[src/rtl/core/fed_pkg.sv]
package fed_pkg;

	localparam int BUF_DEPTH  = 32768;              // entries per channel, power of two
	localparam int IDX_W      = $clog2(BUF_DEPTH);
	localparam int CHAN_COUNT = 2;
	localparam int CH_W       = 1;
	localparam int MEM_AW     = CH_W + IDX_W;
	localparam int MEM_DEPTH  = CHAN_COUNT * BUF_DEPTH;
	localparam int SAMPLE_W   = 16;
	localparam int GAIN_W     = 16;
	localparam int DELAY_W    = 15;
	localparam int ACC_W      = 2 * SAMPLE_W + 1;   // two Q30 products summed
	localparam int CFG_IDX_W  = 2;

	localparam logic [GAIN_W-1:0]        GAIN_ONE   = 16'h8000;
	localparam logic [GAIN_W-1:0]        FB_RESET   = 16'h4000;
	localparam logic [GAIN_W-1:0]        WET_RESET  = 16'h4000;
	localparam logic [IDX_W-1:0]         DELAY_MAX  = IDX_W'(BUF_DEPTH - 1);
	localparam logic signed [GAIN_W:0]   DRY_COEF   = 17'sd23167;   // 0.707 in Q15

	typedef enum logic [CFG_IDX_W-1:0] {
		CFG_DELAY    = 2'd0,
		CFG_FEEDBACK = 2'd1,
		CFG_WET      = 2'd2
	} cfg_idx_t;

	// Address info for one word, produced at accept.
	typedef struct packed {
		logic [CH_W-1:0]  ch;
		logic [IDX_W-1:0] widx;
		logic [IDX_W-1:0] ridx;
		logic             filled;   // read entry has been written since reset
	} addr_info_t;

	// Q30 -> Q15, round half up, saturate to the sample range.
	function automatic logic signed [SAMPLE_W-1:0] round_sat(input logic signed [ACC_W-1:0] acc);
		logic signed [ACC_W:0] biased;
		logic signed [ACC_W:0] sh;
		logic signed [ACC_W:0] maxv;
		logic signed [ACC_W:0] minv;
		maxv   = (ACC_W+1)'((1 <<< (SAMPLE_W - 1)) - 1);
		minv   = -maxv - 1;
		biased = (ACC_W+1)'(acc) + (ACC_W+1)'(1 <<< (SAMPLE_W - 2));
		sh     = biased >>> (SAMPLE_W - 1);
		if (sh > maxv) begin
			round_sat = maxv[SAMPLE_W-1:0];
		end else if (sh < minv) begin
			round_sat = minv[SAMPLE_W-1:0];
		end else begin
			round_sat = sh[SAMPLE_W-1:0];
		end
	endfunction

	// Unsigned Q15 gain as a signed multiplier operand.
	function automatic logic signed [GAIN_W:0] gain_s(input logic [GAIN_W-1:0] g);
		gain_s = signed'({1'b0, g});
	endfunction

endpackage

[src/rtl/core/fed_addr.sv]
module fed_addr (
	input  logic                        clk,
	input  logic                        arst_n,
	input  logic                        accept,
	input  logic [fed_pkg::CH_W-1:0]    ch,
	input  logic [fed_pkg::IDX_W-1:0]   delay,
	output fed_pkg::addr_info_t         info
);
	import fed_pkg::*;

	logic [IDX_W-1:0] widx_q [CHAN_COUNT];
	logic             wrap_q [CHAN_COUNT];
	logic [IDX_W-1:0] w;
	logic [IDX_W-1:0] r;

	assign w = widx_q[ch];
	assign r = w - delay;   // wraps mod depth

	// Entries below the write index are written; all of them once wrapped.
	assign info.ch     = ch;
	assign info.widx   = w;
	assign info.ridx   = r;
	assign info.filled = wrap_q[ch] || (r < w);

	always_ff @(posedge clk or negedge arst_n) begin
		if (!arst_n) begin
			for (int i = 0; i < CHAN_COUNT; i++) begin
				widx_q[i] <= '0;
				wrap_q[i] <= 1'b0;
			end
		end else if (accept) begin
			widx_q[ch] <= w + IDX_W'(1);
			if (w == DELAY_MAX) begin
				wrap_q[ch] <= 1'b1;
			end
		end
	end

endmodule

[config.mk]
export PLATFORM = sky130hd
export DESIGN_NAME = fed_addr
export DESIGN_NICKNAME = d
export VERILOG_FILES = /design/src/rtl/core/fed_pkg.sv /design/src/rtl/core/fed_addr.sv
export SDC_FILE = /design/constraint.sdc
export NUM_CORES = 1
export LEC_CHECK = 0
export ABC_AREA = 1
export BUFFER_PORTS_ARGS = -buffer_cell sky130_fd_sc_hd__buf_4
export CAP_MARGIN = 25
export CORE_UTILIZATION = 55
export DETAILED_ROUTE_END_ITERATION = 10
export PLACE_DENSITY_LB_ADDON = 0.1
export SYNTH_ARGS = -nofsm -noshare
export SYNTH_HDL_FRONTEND = slang
export SYNTH_SLANG_ARGS = --single-unit
[constraint.sdc]
create_clock -name clk -period 8.8 [get_ports clk]
set_input_delay 1.32 -clock clk [delete_from_list [all_inputs] [get_ports clk]]
set_output_delay 1.32 -clock clk [all_outputs]
set_load 0.01 [all_outputs]
==> flow_summary_export.csv <==
group,metric,value,unit
route,via_count,2930,
clock_tree,cts_buffer_depth,2,
critical_path,worstSetupStartpointType,"input pin",
final_layout,post-route-util,67.0,%
synth,syn_inst,425,
synth,yosys.area.top_type_share,27.4,%
placed_design,hpwl,5.66,mm
final_layout,final_cell_area,3420,um^2
global_route,track_usage,27.5,%
critical_path,cp_slowest_cell,"o21ai_0",
route,drc,0,
power_and_ir_drop,clkPwrFrac,20.4,%
synth,mappedNetlistArea,2930,um^2
synth,synth_top_cell_by_area,"dfrtp_1",
clock_tree,cts_root_buf,"clkbuf_8",
clock_tree,cts_resized,0,
power_and_ir_drop,p_seq_share,30.8,%
power_and_ir_drop,power.share.combinational,48.8,%
critical_path,crit_path_max_fanout,20,
clock_tree,htreeDepth,2,
synth,syn_area_per_cell,6.89,um^2
synth,syn-num-nets,476,
route,ant_nets,0,
critical_path,crit_path_cell_trace,"buf_4 -> inv_6 -> nand2_1 -> nand2_2 -> inv_2 -> ha_1 -> fa_1 -> o21ai_0 -> nand2_1 -> nand2_1 -> nand3_1 -> nand3_1 -> nand2_1 -> ha_1 -> nand4_1 -> nor3_1 -> nand2_1 -> nand2_1 -> nand2_1 -> buf_4",
power_and_ir_drop,power.switching,226,uW
sta,rsz0062_at_grt,"no",
clock_tree,path_clk_slew,0.06,ns
route,first_pass_iters,5,
power_and_ir_drop,power_density,166,nW/um^2
sta,fin_setup_tns,0,ns
route,wl_per_cell,13.3,um
floorplan,dieArea,5620,um^2
final_layout,fillCellCount,475,
floorplan,initial_utilization,57.3,%
placed_design,gp_congestion,0.918,
global_route,grt_max_degree,33,
floorplan,die_h,75.0,um
power_and_ir_drop,internal_power,342,uW
critical_path,endpoint_kind,"output pin",
final_layout,nNetsFinal,525,
critical_path,path_common_cell,"nand2_1",
sta,finalSetupViolations,0,
final_layout,drive_above_1_share,17.7,%
final_layout,diodes,0,
synth,ys_seq_area_share,27.4,%
sta,fin_crit_sh,66.6,%
critical_path,cpLargestDelayFamily,"simple AND/OR/NAND/NOR gates",
synth,ys_types,34,
critical_path,max_stage_delay,0.48,ns
route,drt_iter0_drc,204,
critical_path,regToRegStartpoint,"widx_q[1]",
power_and_ir_drop,ir_drop,119,uV
route,viasPerCell,5.38,
synth,ys_top_cells_by_area,"dfrtp_1 (27%), nand2_1 (19%), ha_1 (13%), inv_1 (6.0%), nand3_1 (5.8%)",
sta,min_period,5.86,ns
global_route,grt_pass1_wl,11.9,mm
floorplan,coreArea,5110,um^2
critical_path,crit_start,"ch",
power_and_ir_drop,leakage,0.00188,uW
critical_path,critPathKind,"input pin to output pin",
clock_tree,cts_sinks,32,
sta,final_max_slew_viol_count,0,
clock_tree,clkLatencyLatePin,0.28,ns
global_route,grt_pass1_vias,2653,
hold_path,hold_class,"flip-flop to flip-flop",
floorplan,pin_count,51,
floorplan,rows,26,
power_and_ir_drop,p_sw_share,39.7,%
placed_design,placed_area,3330,um^2
clock_tree,cts_hold_buf,0,
floorplan,die_x,75.0,um
clock_tree,tritoncts,"built",
route,wl,7.25,mm
sta,fin_worst_skew,0.00428,ns
clock_tree,cts_made_buffers,5,
critical_path,cp_data_required_time,7.48,ns
sta,fmax,171,MHz
global_route,antenna_found_initial,0,
hold_path,hold_path_startpoint,"wrap_q[0]",
run,max-cap-violations,0,
critical_path,cp.arrival,4.54,ns
final_layout,areaGrowthSynthToFinish,16.8,%
critical_path,path_buf_inv,4,
synth,ys.warnings.count,0,
synth,synth-seq-cells,32,
sta,slew_headroom,45.8,%
clock_tree,postCtsSetupBuffers,0,
sta,hold_viol_final,0,
status,outcome,"completed",
global_route,grt_remaining_overflow,0,
placed_design,port_buffers,50,
sta,tightest_slew,0.811,ns
==> synth_stat cells <==
| cell type | count |
|---|---|
| nor2_1 | 15 |
| o21bai_1 | 2 |
| nand4_1 | 11 |
| or2_4 | 1 |
| a21oi_1 | 20 |
| o21ai_1 | 2 |
| nand3_1 | 34 |
| buf_6 | 2 |
| o21ai_4 | 1 |
| nor2_4 | 4 |
| inv_6 | 1 |
| o21ai_0 | 21 |
| nand2_2 | 13 |
| xnor2_1 | 3 |
| nand2_4 | 1 |
| inv_2 | 1 |
| nor3_1 | 3 |
| o21bai_2 | 2 |
| fa_1 | 1 |
| xor2_1 | 9 |
| clkinv_1 | 3 |
| buf_4 | 1 |
| o21a_1 | 2 |
| nand2_1 | 150 |
| buf_8 | 1 |
| inv_1 | 47 |
| nand3_2 | 1 |
| nor2_2 | 3 |
| ha_1 | 31 |
| clkbuf_1 | 4 |
| a31oi_1 | 1 |
| nand3b_1 | 1 |
| a21o_1 | 1 |
| dfrtp_1 | 32 |
==> worst register-to-register path, stage by stage, from the launching register on <==
cell and delay [ns]:
dfrtp_1 0.36, nand2_1 0.07, nand2_2 0.16, ha_1 0.23
nand3_1 0.15, nor2_2 0.19, nand4_1 0.14, nand3_1 0.13
nand2_1 0.07
==> path summary, 6_finish.rpt <==
path | end | slack [ns] | cells past startpoint
max | info[0] | 2.94 | 20
min | wrap_q[0] | 0.46 | 2
max reg2reg | widx_q[14] | 7.19 | 8
min reg2reg | wrap_q[0] | 0.46 | 2
max in group asynchronous | widx_q[8] | 7.53 | 1
min in group asynchronous | widx_q[15] | 0.97 | 1
==> per-layer routing <==
metal | vias up | routed length, um | track usage (%)
met5 | - | 0 | 0
met4 | 0 | 38 | 4.40
met3 | 7 | 458 | 5.22
met2 | 100 | 3380 | 46.9
met1 | 1347 | 3370 | 36.9
li1 | 1476 | - | -
==> cell usage in the layout, fill, tap and decap left out, types with 11 or more instances in the layout <==
master	count
nand2_2	13
nand2_1	150
nand4_1	11
ha_1	31
nor2_1	15
buf_4	50
nand3_1	34
a21oi_1	20
inv_1	47
o21ai_0	21
dfrtp_1	32
==> state kept, by name (all words and copies together), names as in the netlist <==
register	count
widx_q	30
wrap_q	2
==> power groups by stage <==
stage	registers (uW)	logic (uW)	clock network, uW
floorplan	174	180	0
global placement	177	267	0
detailed placement	178	277	0
CTS	175	278	117
global route	177	314	124
finish	175	277	116
==> kinds of logic after synthesis <==
family | share of synthesized area (%)
AND/OR/NAND/NOR | 36.1
buffers and inverters | 8.89
adder cells (fa/ha/maj) | 13.9
XOR/XNOR | 3.59
flip-flops | 27.4
AO/OA/AOI/OAI | 10.2
==> through the flow <==
step / total power [uW] / setup slack (ns) / hold slack, ns / instances
finish: 568 / 2.94 / 0.462 / 545
global placement: 444 / 3.12 / 0.444 / 537
CTS: 570 / 2.99 / 0.466 / 545
detailed placement: 455 / 3.00 / 0.451 / 537
floorplan: 354 / 3.42 / 0.432 / 425
global route: 614 / 2.67 / 0.496 / 545
==> area by class of cell <==
cell class / instances / area [um^2] / area share (%)
clock buffers: 8 / 90.1 / 2.63
inverters: 52 / 200 / 5.85
multi-input cells: 333 / 1870 / 54.6
flip-flops and latches: 32 / 801 / 23.4
well taps: 70 / 87.6 / 2.56
repair buffers: 50 / 375 / 11.0
No activity file was read; power rests on OpenSTA's default activity.
